===== src/hw/rtl/krt_pkg.sv =====
package krt_pkg;

  localparam int CAPACITY    = 64;
  localparam int KEY_BITS    = 64;
  localparam int FIRST_BITS  = 64;
  localparam int SECOND_BITS = 64;
  localparam int IDX_W       = $clog2(CAPACITY);
  localparam int CNT_W       = 7;

  localparam int IN_W   = 2 + 3 * 64;
  localparam int IN_TW  = ((IN_W + 7) / 8) * 8;
  localparam int OUT_W  = 1 + 64 + 64 + CNT_W;
  localparam int OUT_TW = ((OUT_W + 7) / 8) * 8;

  localparam logic [1:0] OP_ADD    = 2'd0;
  localparam logic [1:0] OP_DELETE = 2'd1;
  localparam logic [1:0] OP_MODIFY = 2'd2;
  localparam logic [1:0] OP_QUERY  = 2'd3;

  typedef struct packed {
    logic [KEY_BITS-1:0]    key;
    logic [FIRST_BITS-1:0]  first;
    logic [SECOND_BITS-1:0] second;
  } record_t;

  // Per-cell command for the current cycle.
  typedef struct packed {
    logic compare;   // latch the key match
    logic load_new;  // take the request record (append at the tail)
    logic shift;     // take the upper neighbor's record (compaction)
    logic modify;    // overwrite the values if this cell matched
  } cell_ctl_t;

endpackage


===== src/hw/rtl/krt_cell.sv =====
module krt_cell (
  input  logic              clk,
  input  logic              rst,
  input  krt_pkg::cell_ctl_t ctl,
  input  logic              valid,
  input  krt_pkg::record_t  req,
  input  krt_pkg::record_t  upper,
  output krt_pkg::record_t  rec,
  output logic              hit
);
  import krt_pkg::*;

  // Match flag: control state, cleared at reset.
  always_ff @(posedge clk) begin
    if (rst) begin
      hit <= 1'b0;
    end else if (ctl.compare) begin
      hit <= valid && (rec.key == req.key);
    end
  end

  // Record payload: no reset; the user must write it only when it becomes valid, the cell does not enforce it.
  always_ff @(posedge clk) begin
    if (ctl.load_new) begin
      rec <= req;
    end else if (ctl.shift) begin
      rec <= upper;
    end else if (ctl.modify && hit) begin
      // keep the key, take both new values
      rec <= {rec.key, req.first, req.second};
    end
  end

endmodule


===== config.mk =====
export PLATFORM = sky130hd
export DESIGN_NAME = krt_cell
export DESIGN_NICKNAME = d
export VERILOG_FILES = /design/src/hw/rtl/krt_pkg.sv /design/src/hw/rtl/krt_cell.sv
export SDC_FILE = /design/constraint.sdc
export NUM_CORES = 1
export LEC_CHECK = 0
export BUFFER_PORTS_ARGS = -buffer_cell sky130_fd_sc_hd__clkbuf_2
export CAP_MARGIN = 0
export CORE_AREA = 2 2 226 228
export CTS_CLUSTER_DIAMETER = 50
export DETAILED_ROUTE_END_ITERATION = 8
export DIE_AREA = 0 0 228 230
export PLACE_DENSITY = 0.46
export SLEW_MARGIN = 20
export SYNTH_ARGS = -nofsm -noshare
export SYNTH_HDL_FRONTEND = slang
export SYNTH_SLANG_ARGS = --single-unit

===== constraint.sdc =====
create_clock -name clk -period 5.7 [get_ports clk]
set_input_delay 0.855 -clock clk [delete_from_list [all_inputs] [get_ports clk]]
set_output_delay 0.855 -clock clk [all_outputs]
set_load 0.01 [all_outputs]

# ---- Word level (Yosys, flattened, before mapping)
# Cells that the tools add are included.
dict set report totals {
  ff_bits 193
  inputBits 391
  output_inout_bits 193
  word_cells 12
}
dict set report classes {
  n_eq_ne 1
  mux 3
  n_reduce_logical 4
}
# op n
set ops {}
lappend ops {{$mux W192} 2}
lappend ops {{$mux W128} 1}
lappend ops {{$eq A64 B64 Y1} 1}
lappend ops {{$reduce_bool A3 Y1} 1}
lappend ops {{$logic_and A1 B1 Y1} 2}
lappend ops {{$reduce_bool A2 Y1} 1}

# ---- Longest topological paths before layout
# Gate-level depths: netlist of run 1.
dict set report depth {
  word_depth 4
  ltp_mapped 5
  mapped_depth_nobuf 5
}

# ---- Worst setup path after synthesis of run 1
# Ideal clock, no wire load.
dict set report synth_path {
  path_type {input-to-reg}
  from {in ctl[2] (netlist name)}
  to {reg rec[0] (netlist name) (enable)}
  setup_time_ns 0.486
  t_arrival_ns 4.979
  t_required_ns 5.214
  slack_ns 0.235
  cell_stages 2
  path_buffers 0
  path_cell_list {or2_1 a21o_1}
}
dict set report synth_via {
  elab_chain_len 1
}
# item line_no
set synth_lines {}
lappend synth_lines {{start: declaration} krt_cell.sv:4} ;# input krt_pkg::cell_ctl_t ctl,
lappend synth_lines {{$reduce_bool A3 Y1 (no line)} --}
lappend synth_lines {{end signal: assignment} krt_cell.sv:25} ;# rec <= req;
lappend synth_lines {{end signal: assignment} krt_cell.sv:27} ;# rec <= upper;
lappend synth_lines {{end signal: assignment} krt_cell.sv:30} ;# rec <= {rec.key, req.first, req.second};
lappend synth_lines {{end: declaration} krt_cell.sv:8} ;# output krt_pkg::record_t rec,
# Every way passes these cells.
# A chain may end at the register's enable or synchronous reset.

# ---- Worst setup path after layout of run 1
dict set report layout_path {
  from {in ctl[2] (netlist name)}
  to {reg rec[70] (netlist name) (data pin)}
}
dict set report layout_via {
  elab_chain_len 1
}
# item line_no
set layout_lines {}
lappend layout_lines {{$mux W192} krt_cell.sv:24} ;# if (ctl.load_new) begin
# Every way passes these cells.

==> results by group, run 1 <==
Synthesis
  • FFs w/ async S/R, synth: 0
  • Synthesized flop and latch total: 193
  • Yosys warns: 0
  • Sequential area share after synthesis: 0.663
  • Syn Inst Count: 519
  • Predominant post-synthesis flop cell: edfxtp_1
  • Syn avg cell area: 16.8 um2
  • Number of synthesized flops with an enable pin: 192
  • Netlist cell types: 31
  • Syn Nets: 910
  • Cell area after synthesis: 8720 um2

Place
  • I/O Buffers: 583
  • Final HPWL from detailed placement: 27,100 um
  • GP Congestion: 0.900

Power
  • Peak supply drop: 165 uV
  • Pwr Density: 291 nW/um2
  • Gate power share: 0.171
  • Switch Pwr: 1.02 mW
  • Switching Fraction: 0.268
  • Leak: 5.72 nW
  • Clock power frac: 0.354
  • Internal power: 2.79 mW
  • Flop pwr share: 0.474

Route
  • Starting DRT DRC Count: 255
  • Wire per inst: 18.9 um
  • # DRC: 0
  • First-pass DRT Iterations: 4
  • Vias: 6,991
  • Drt total wl: 33,800 um
  • Number of nets with antenna violations after routing: 0
  • Via-to-Cell Ratio: 3.91

Clock network
  • Clock Latency Late Sink: 490 ps
  • Post-CTS Setup Bufs: 0
  • CTS resizes: 0
  • H-tree depth: 4
  • Root buf cell: clkbuf_16
  • CTS tree: built
  • Cts hold-fix bufs: 0
  • Total CTS buffers: 17
  • Worst-case clock buffer depth: 2
  • Clock slew at reported path FFs: 70 ps
  • Clock sinks: 193

STA
  • Period utilization: 0.428
  • Max Clk Rate: 410 MHz
  • Skew final: 16.4 ps
  • Final Hold Slack: 569 ps
  • Final Hold Viols: 0
  • Setup TNS: 0 ps
  • Relative slew slack: 0.373
  • Count of final setup violators: 0
  • Max-slew violations: 0
  • Min Tclk post-route: 2440 ps
  • RSZ-0062 raised after global routing: no
  • Least-Margin Pin Slew: 940 ps

Critical path
  • Critical Path Fanout Max: 83
  • Critical Path Max Stage Delay: 710 ps
  • CP required: 5940 ps
  • WP buf/inv: 2
  • Ordered list of cells on the worst path: clkbuf_2 > nor2b_4 > buf_12 > mux2_1
  • CP arrival: 2680 ps
  • WS Path Type: input port to flip-flop
  • Slowest stage cell, crit path: nor2b_4
  • Critical path's top delay family: simple AND/OR/NAND/NOR gates
  • Setup crit start kind: input port
  • Crit. End Element: flip-flop

Global routing
  • Global route overflow: 0
  • Global-route wire length before repair: 48,800 um
  • Antenna violations before repair: 8
  • Vias in the first global route: 7,523
  • Total Routing Usage GR: 0.128
  • Pin count of the biggest net entering global routing: 84

Final layout
  • Nets: 1,491
  • Syn-to-layout area delta: 50.2%
  • Most common cell after layout, fill and taps aside: clkbuf_2
  • Most frequent cells in the layout: 583 x clkbuf_2, 192 x edfxtp_1, 128 x mux2_1
  • Layout cell share with drive strength beyond 1: 0.565

Floorplan
  • Die Y: 230 um
  • Die area: 52,400 um2
  • Initial core utilization: 0.175
  • Site Rows: 82
  • Die Wd: 228 um
  • Core Area: 49,900 um2
  • I/O pins: 584

Min path
  • Hold Path Class: flip-flop to flip-flop

Status
  • Outcome: complete, no violations

Run
  • MaxCap Viol Count: 0
cell families after synthesis:
family / count (synthesis) / share of synthesized area
flops: 193 / 0.663
xor+xnor: 55 / 0.0552
simple gates: 37 / 0.0288
buf+inv: 34 / 0.0166
compound gates: 72 / 0.0710
mux: 128 / 0.165
stage by stage:
stage	power [mW]	worst slack [ps]	utilization	cell area (um2)	std cells
2_1_floorplan	2.12	235	-	8720	519
3_3_place_gp	2.50	2790	0.250	12500	1753
3_5_place_dp	2.51	2750	0.250	12500	1753
4_1_cts	3.89	3310	0.263	13100	1784
5_1_grt	3.97	3190	0.263	13100	1787
6_report	3.81	3260	0.263	13100	1788
area by class of cell:
cell class / instances / area, um2
fillers: 5317 / 36800
flip-flops and latches: 193 / 5790
repair buffers: 590 / 3010
multi-input cells: 292 / 2810
well taps: 672 / 841
clock buffers: 17 / 425
clock inverters: 14 / 204
inverters: 6 / 22.5
diodes: 4 / 10.0
routing by layer:
layer  wire [um]  track usage  vias to the layer above
met2       17300        0.220                      384
met4         671       0.0564                        0
met5           0            0                        -
li1            -            -                     3215
met3        3350       0.0531                       36
met1       12400        0.137                     3356
flip-flops by register name, indices dropped and copies added (netlist names):
name	flops
hit	1
rec	192
Yosys cell counts, drive strengths merged, types with 3 or more instances:
cell type / n / area share
buf: 18 / 0.0098
a22o: 64 / 0.064
xnor2: 47 / 0.047
nand4: 12 / 0.0086
edfxtp: 192 / 0.66
nand2b: 3 / 0.0022
xor2: 8 / 0.0080
nand2: 4 / 0.0020
clkbuf: 10 / 0.0043
nor4: 6 / 0.0075
inv: 5 / 0.0022
nor2b: 5 / 0.0036
mux2: 128 / 0.17
power by group through the flow:
| stage | registers (mW) | logic [mW] | clock network [mW] |
|---|---|---|---|
| 4_1_cts | 1.81 | 0.670 | 1.40 |
| 5_1_grt | 1.83 | 0.709 | 1.43 |
| 3_5_place_dp | 1.84 | 0.665 | 0 |
| 6_report | 1.81 | 0.654 | 1.35 |
| 2_1_floorplan | 1.92 | 0.199 | 0 |
| 3_3_place_gp | 1.84 | 0.664 | 0 |
tightest hold or removal path, stage by stage, from the launching register on:
cell and delay [ps]:
dfxtp_1 380, nand2_1 90, o21ai_1 60
final timing paths:
| check | startpoint | to | slack (ps) | depth (start not counted) |
|---|---|---|---|---|
| worst max-delay path | ctl[2] | rec[70] | 3260 | 4 |
| worst max register to register | hit | rec[61] | 3740 | 2 |
| worst min register to register | hit | hit | 570 | 2 |
| worst min-delay path | hit | hit | 570 | 2 |
No activity file was read; power rests on OpenSTA's default activity.
==> inputs of run 2 (changes only) <==
--- a/config.mk
+++ b/config.mk
@@ -7,11 +7,11 @@
 export LEC_CHECK = 0
 export BUFFER_PORTS_ARGS = -buffer_cell sky130_fd_sc_hd__clkbuf_2
 export CAP_MARGIN = 0
-export CORE_AREA = 2 2 226 228
+export CORE_AREA = 2 2 228 230
 export CTS_CLUSTER_DIAMETER = 50
 export DETAILED_ROUTE_END_ITERATION = 8
-export DIE_AREA = 0 0 228 230
-export PLACE_DENSITY = 0.46
+export DIE_AREA = 0 0 230 232
+export PLACE_DENSITY = 0.44
 export SLEW_MARGIN = 20
 export SYNTH_ARGS = -nofsm -noshare
 export SYNTH_HDL_FRONTEND = slang
==> constraint.sdc (replaced) <==
create_clock -name clk -period 2.5 [get_ports clk]
set_input_delay 0.375 -clock clk [delete_from_list [all_inputs] [get_ports clk]]
set_output_delay 0.375 -clock clk [all_outputs]
set_load 0.01 [all_outputs]
==> run 2 against run 1 <==
  * Global-route usage rose by 0.82 points
  * Flip-flop and latch count did not move
  * Critical path depth rose by 1
  * Final area rose by 0.34%
  * Critical endpoint is now hit
  * Largest cell class unchanged
  * Highest routed layer unchanged
==> results by group, run 2 (synthesis results as in run 1) <==
Status
  • Outcome: complete, no violations

Clock network
  • CTS resizes: 0
  • Worst-case clock buffer depth: 2
  • Root buf cell: clkbuf_16
  • CTS tree: built
  • Post-CTS Setup Bufs: 0
  • H-tree depth: 4
  • Clock Latency Late Sink: 490 ps
  • Total CTS buffers: 17
  • Cts hold-fix bufs: 0
  • Clock slew at reported path FFs: 80 ps
  • Clock sinks: 193

Place
  • Final HPWL from detailed placement: 29,700 um
  • GP Congestion: 0.875
  • DP Worst Slack: 447 ps
  • I/O Buffers: 583
  • Number of cells after detailed placement: 1,769
  • Placed inst area: 12,600 um2

Global routing
  • Vias in the first global route: 7,581
  • Global route overflow: 0
  • Pin count of the biggest net entering global routing: 84
  • Antenna violations before repair: 8
  • Total Routing Usage GR: 0.136
  • Global-route wire length before repair: 51,300 um

Final layout
  • Syn-to-layout area delta: 50.7%
  • Most common cell after layout, fill and taps aside: clkbuf_2
  • Max reg flops: 192
  • Final Non-Filler Cells: 1,802
  • Core Util, Final: 0.258
  • Largest regs: rec x192, hit x1
  • Layout cell share with drive strength beyond 1: 0.568
  • Nets: 1,499
  • Post-Layout Inst Area: 13,200 um2
  • Top reg by flops: rec
  • Most frequent cells in the layout: 583 x clkbuf_2, 192 x edfxtp_1, 128 x mux2_1

Critical path
  • CP arrival: 2270 ps
  • Critical Path Fanout Max: 2
  • WS Path Type: flip-flop to flip-flop
  • CP required: 2920 ps
  • Setup crit start kind: flip-flop
  • Crit. End Element: flip-flop

Floorplan
  • Initial core utilization: 0.171
  • Die area: 53,400 um2
  • Die Y: 232 um
  • Die Wd: 230 um
  • Site Rows: 83
  • I/O pins: 584
  • Core Area: 50,900 um2

STA
  • Skew final: 12.0 ps
  • Max Clk Rate: 540 MHz
  • Setup TNS: 0 ps
  • Min Tclk post-route: 1850 ps
  • Count of final setup violators: 0
  • Final worst-path setup slack: 650 ps
  • RSZ-0062 raised after global routing: no
  • Max-slew violations: 0
  • Least-Margin Pin Slew: 913 ps
  • Period utilization: 0.740
  • Final Hold Slack: 161 ps
  • Final Hold Viols: 0
  • Relative slew slack: 0.391

Route
  • First-pass DRT Iterations: 4
  • Drt total wl: 36,600 um
  • # DRC: 0
  • Via-to-Cell Ratio: 3.92
  • Wire per inst: 20.3 um
  • Vias: 7,071
  • Starting DRT DRC Count: 222
  • Number of nets with antenna violations after routing: 0

Power
  • Overall power: 8.57 mW
  • Leak: 5.75 nW
  • Pwr Density: 652 nW/um2
  • Peak supply drop: 391 uV

Min path
  • Hold Path Class: input port to flip-flop

Run
  • MaxCap Viol Count: 0
run 2: cell types whose count changed in the layout (fill, tap and decap cells not counted), moves of 2 or more:
cell	delta
buf_4	+7
bufinv_16	-2
diode_2	-3
clkinvlp_4	-2
clkinv_4	+2
run 2: worst paths after layout:
| path | startpoint | to | slack, ps | cells after the start |
|---|---|---|---|---|
| setup / recovery | rec[159] | hit | 650 | 5 |
| hold / removal | req[20] | rec[20] | 160 | 2 |
| hold reg to reg | hit | hit | 640 | 2 |
| setup reg to reg | rec[159] | hit | 650 | 5 |
run 2: layout make-up:
type                       instances  area (um2)
clock buffer                      18         429
fill                            5425       37700
clock inverter                    14         168
inverter                           6        22.5
multi-input combinational        292        2810
sequential                       193        5790
antenna                            1        2.50
tap                              680         851
timing repair buffer             598        3080
run 2: report_power, final:
group	switching [mW]	internal (mW)	leakage, nW
logic	0.803	0.721	3.48
registers	0.172	3.97	1.98
clock network	1.40	1.51	0.292
run 2: routing by layer:
layer | vias to the layer above | GRT usage | part of all wire
met5 | - | 0 | 0
li1 | 3233 | - | -
met4 | 0 | 0.0542 | 0.026
met1 | 3412 | 0.135 | 0.35
met3 | 43 | 0.0560 | 0.091
met2 | 383 | 0.251 | 0.53
run 2: worst max-delay path, cell delays in order (launching register included):
cell and delay, ps:
edfxtp_1 450, xnor2_1 340, nand4_1 340, nor4_1 370, nand3_1 140, o21ai_1 150
==> inputs of run 3 (changes only) <==
==> constraint.sdc (replaced) <==
create_clock -name clk -period 1.73 [get_ports clk]
set_input_delay 0.2595 -clock clk [delete_from_list [all_inputs] [get_ports clk]]
set_output_delay 0.2595 -clock clk [all_outputs]
set_load 0.01 [all_outputs]
==> run 3 against run 2 <==
  * Combinational power is 64% higher
  * First-iteration DRC count is 4.1% higher
  * Clock power is 37% higher
  * Routed wire length is 1.2% higher
  * Register-to-register slack worse by 490 ps
  * Power is 45% higher
  * Final cell count is 7.0% higher
  * Critical path depth is 1 higher
  * Count of clock-buffer cells in the layout is 1 lower
  * Utilization is 2.4 points higher
  * Hold slack worse by 110 ps
  * Non-clock buffer count is 127 higher
  * Critical endpoint is now rec[21]
  * Largest cell class unchanged
  * Largest power group unchanged
  * Highest routed layer is now met5
==> results by group, run 3 (synthesis results as in run 1) <==
Status
  • Outcome: complete, no violations

Route
  • Starting DRT DRC Count: 231
  • Via-to-Cell Ratio: 3.95
  • # DRC: 0
  • First-pass DRT Iterations: 4
  • Vias: 7,617
  • Number of nets with antenna violations after routing: 0
  • Wire per inst: 19.2 um
  • Drt total wl: 37,000 um

Critical path
  • Slowest stage cell, crit path: dlygate4sd3_1
  • Crit path top cell by count: buf_12
  • Setup crit start kind: input port
  • Worst reg2reg path endpoint: rec[88]
  • WS Path Type: input port to flip-flop
  • Crit. End Element: flip-flop
  • Critical Path Fanout Max: 22
  • Worst setup endpoint: rec[21]
  • Ordered list of cells on the worst path: clkbuf_2 > nor2b_4 > buf_12 > buf_12 > mux2_1 > dlygate4sd3_1
  • Crit path from: ctl[1]
  • CP required: 1970 ps
  • CP arrival: 1920 ps
  • Path depth of the worst reg2reg path: 2
  • Critical Path Max Stage Delay: 560 ps
  • R2R Path Start: hit
  • Worst R2R Setup Slack: 160 ps

Run
  • MaxCap Viol Count: 0

Clock network
  • CTS tree: built
  • Clock slew at reported path FFs: 80 ps
  • Clock sinks: 193
  • Root buf cell: clkbuf_16
  • H-tree depth: 4
  • Clock Latency Late Sink: 500 ps
  • Worst-case clock buffer depth: 2
  • Total CTS buffers: 17

Global routing
  • Antenna violations before repair: 7
  • Vias in the first global route: 8,096
  • Pin count of the biggest net entering global routing: 65
  • Global-route wire length before repair: 52,300 um
  • Global route overflow: 0
  • Total Routing Usage GR: 0.137

Final layout
  • Final Non-Filler Cells: 1,929
  • Nets: 1,626
  • Largest regs: rec x192, hit x1
  • Top reg by flops: rec
  • Layout cell share with drive strength beyond 1: 0.536
  • Max reg flops: 192
  • Most frequent cells in the layout: 583 x clkbuf_2, 192 x edfxtp_1, 128 x mux2_1
  • FF/Latch Area: 5790 um2
  • FILL cells: 5,318
  • Syn-to-layout area delta: 64.7%
  • Multi-input logic area: 2820 um2
  • Most common cell after layout, fill and taps aside: clkbuf_2

Place
  • Final HPWL from detailed placement: 29,800 um
  • Number of cells after detailed placement: 1,799
  • I/O Buffers: 583
  • GP Congestion: 0.814

STA
  • Period utilization: 0.970
  • Skew final: 19.3 ps
  • Count of final setup violators: 0
  • RSZ-0062 raised after global routing: no
  • Max-slew violations: 0
  • Final Hold Viols: 0
  • Min Tclk post-route: 1680 ps
  • Max Clk Rate: 596 MHz
  • Least-Margin Pin Slew: 691 ps
  • Relative slew slack: 0.539

Floorplan
  • Site Rows: 83
  • Die Wd: 230 um
  • Initial core utilization: 0.171
  • Core Area: 50,900 um2
  • Die Y: 232 um
  • Die area: 53,400 um2
  • I/O pins: 584

Power
  • Pwr Density: 866 nW/um2
  • Overall power: 12.4 mW
  • Peak supply drop: 661 uV
  • Leak: 6.32 nW

Min path
  • Hold Path Class: input port to flip-flop
[run 3: what timing repair did]
action                                 4_1_cts  5_1_grt
hold buffers                                97        0
gates resized for setup                      1        1
pin swaps                                    0        1
setup buffers                                0        0
endpoints found under the hold margin       67        0
setup endpoints to repair                    1        1
[run 3: per-stage QoR]
stage	setup slack (ps)	setup TNS, ps	cell area (um2)	hold WS [ps]	utilization
2_1_floorplan	-419	-53590	8730	422	-
3_3_place_gp	-0.595	-0.595	12800	540	0.252
3_5_place_dp	-22.2	-22.2	12800	544	0.252
4_1_cts	7.62	0	14400	0.120	0.282
5_1_grt	20.0	0	14400	17.5	0.282
6_report	51.8	0	14400	48.5	0.282
[run 3: worst min-delay path by stage]
stage	cells past startpoint	from	end	slack, ps
3_5_place_dp	2	req[10]	rec[10]	540
3_3_place_gp	2	req[23]	rec[23]	540
2_1_floorplan	3	rst	hit	420
6_report	2	upper[107]	rec[107]	50
5_1_grt	2	upper[104]	rec[104]	20
4_1_cts	2	upper[92]	rec[92]	0.1
[run 3: final cells by class]
class,count,area share
Clock buffer,17,0.0296
Antenna cell,1,0.000174
Inverter,6,0.00157
Multi-Input combinational cell,292,0.197
Timing Repair Buffer,725,0.300
Sequential cell,193,0.403
Tap cell,680,0.0592
Clock inverter,15,0.0100
[run 3: critical path, delay by kind of cell]
kind | cells | cell delay [ps]
buffers and inverters | 4 | 1080
AND/OR/NAND/NOR | 1 | 210
multiplexers | 1 | 340
[run 3: metal layers]
| metal | part of all wire | wire length [um] | GRT usage |
|---|---|---|---|
| met3 | 0.11 | 3960 | 0.0634 |
| met1 | 0.34 | 12800 | 0.135 |
| met5 | 0.00024 | 9 | 0 |
| met2 | 0.52 | 19400 | 0.249 |
| met4 | 0.024 | 895 | 0.0536 |
[run 3: report_power, final]
part | internal [mW] | switching (mW) | leakage, nW
sequential | 5.74 | 0.227 | 1.98
combinational | 1.28 | 1.22 | 4.06
clock | 1.91 | 2.07 | 0.278
total | 8.92 | 3.52 | 6.32
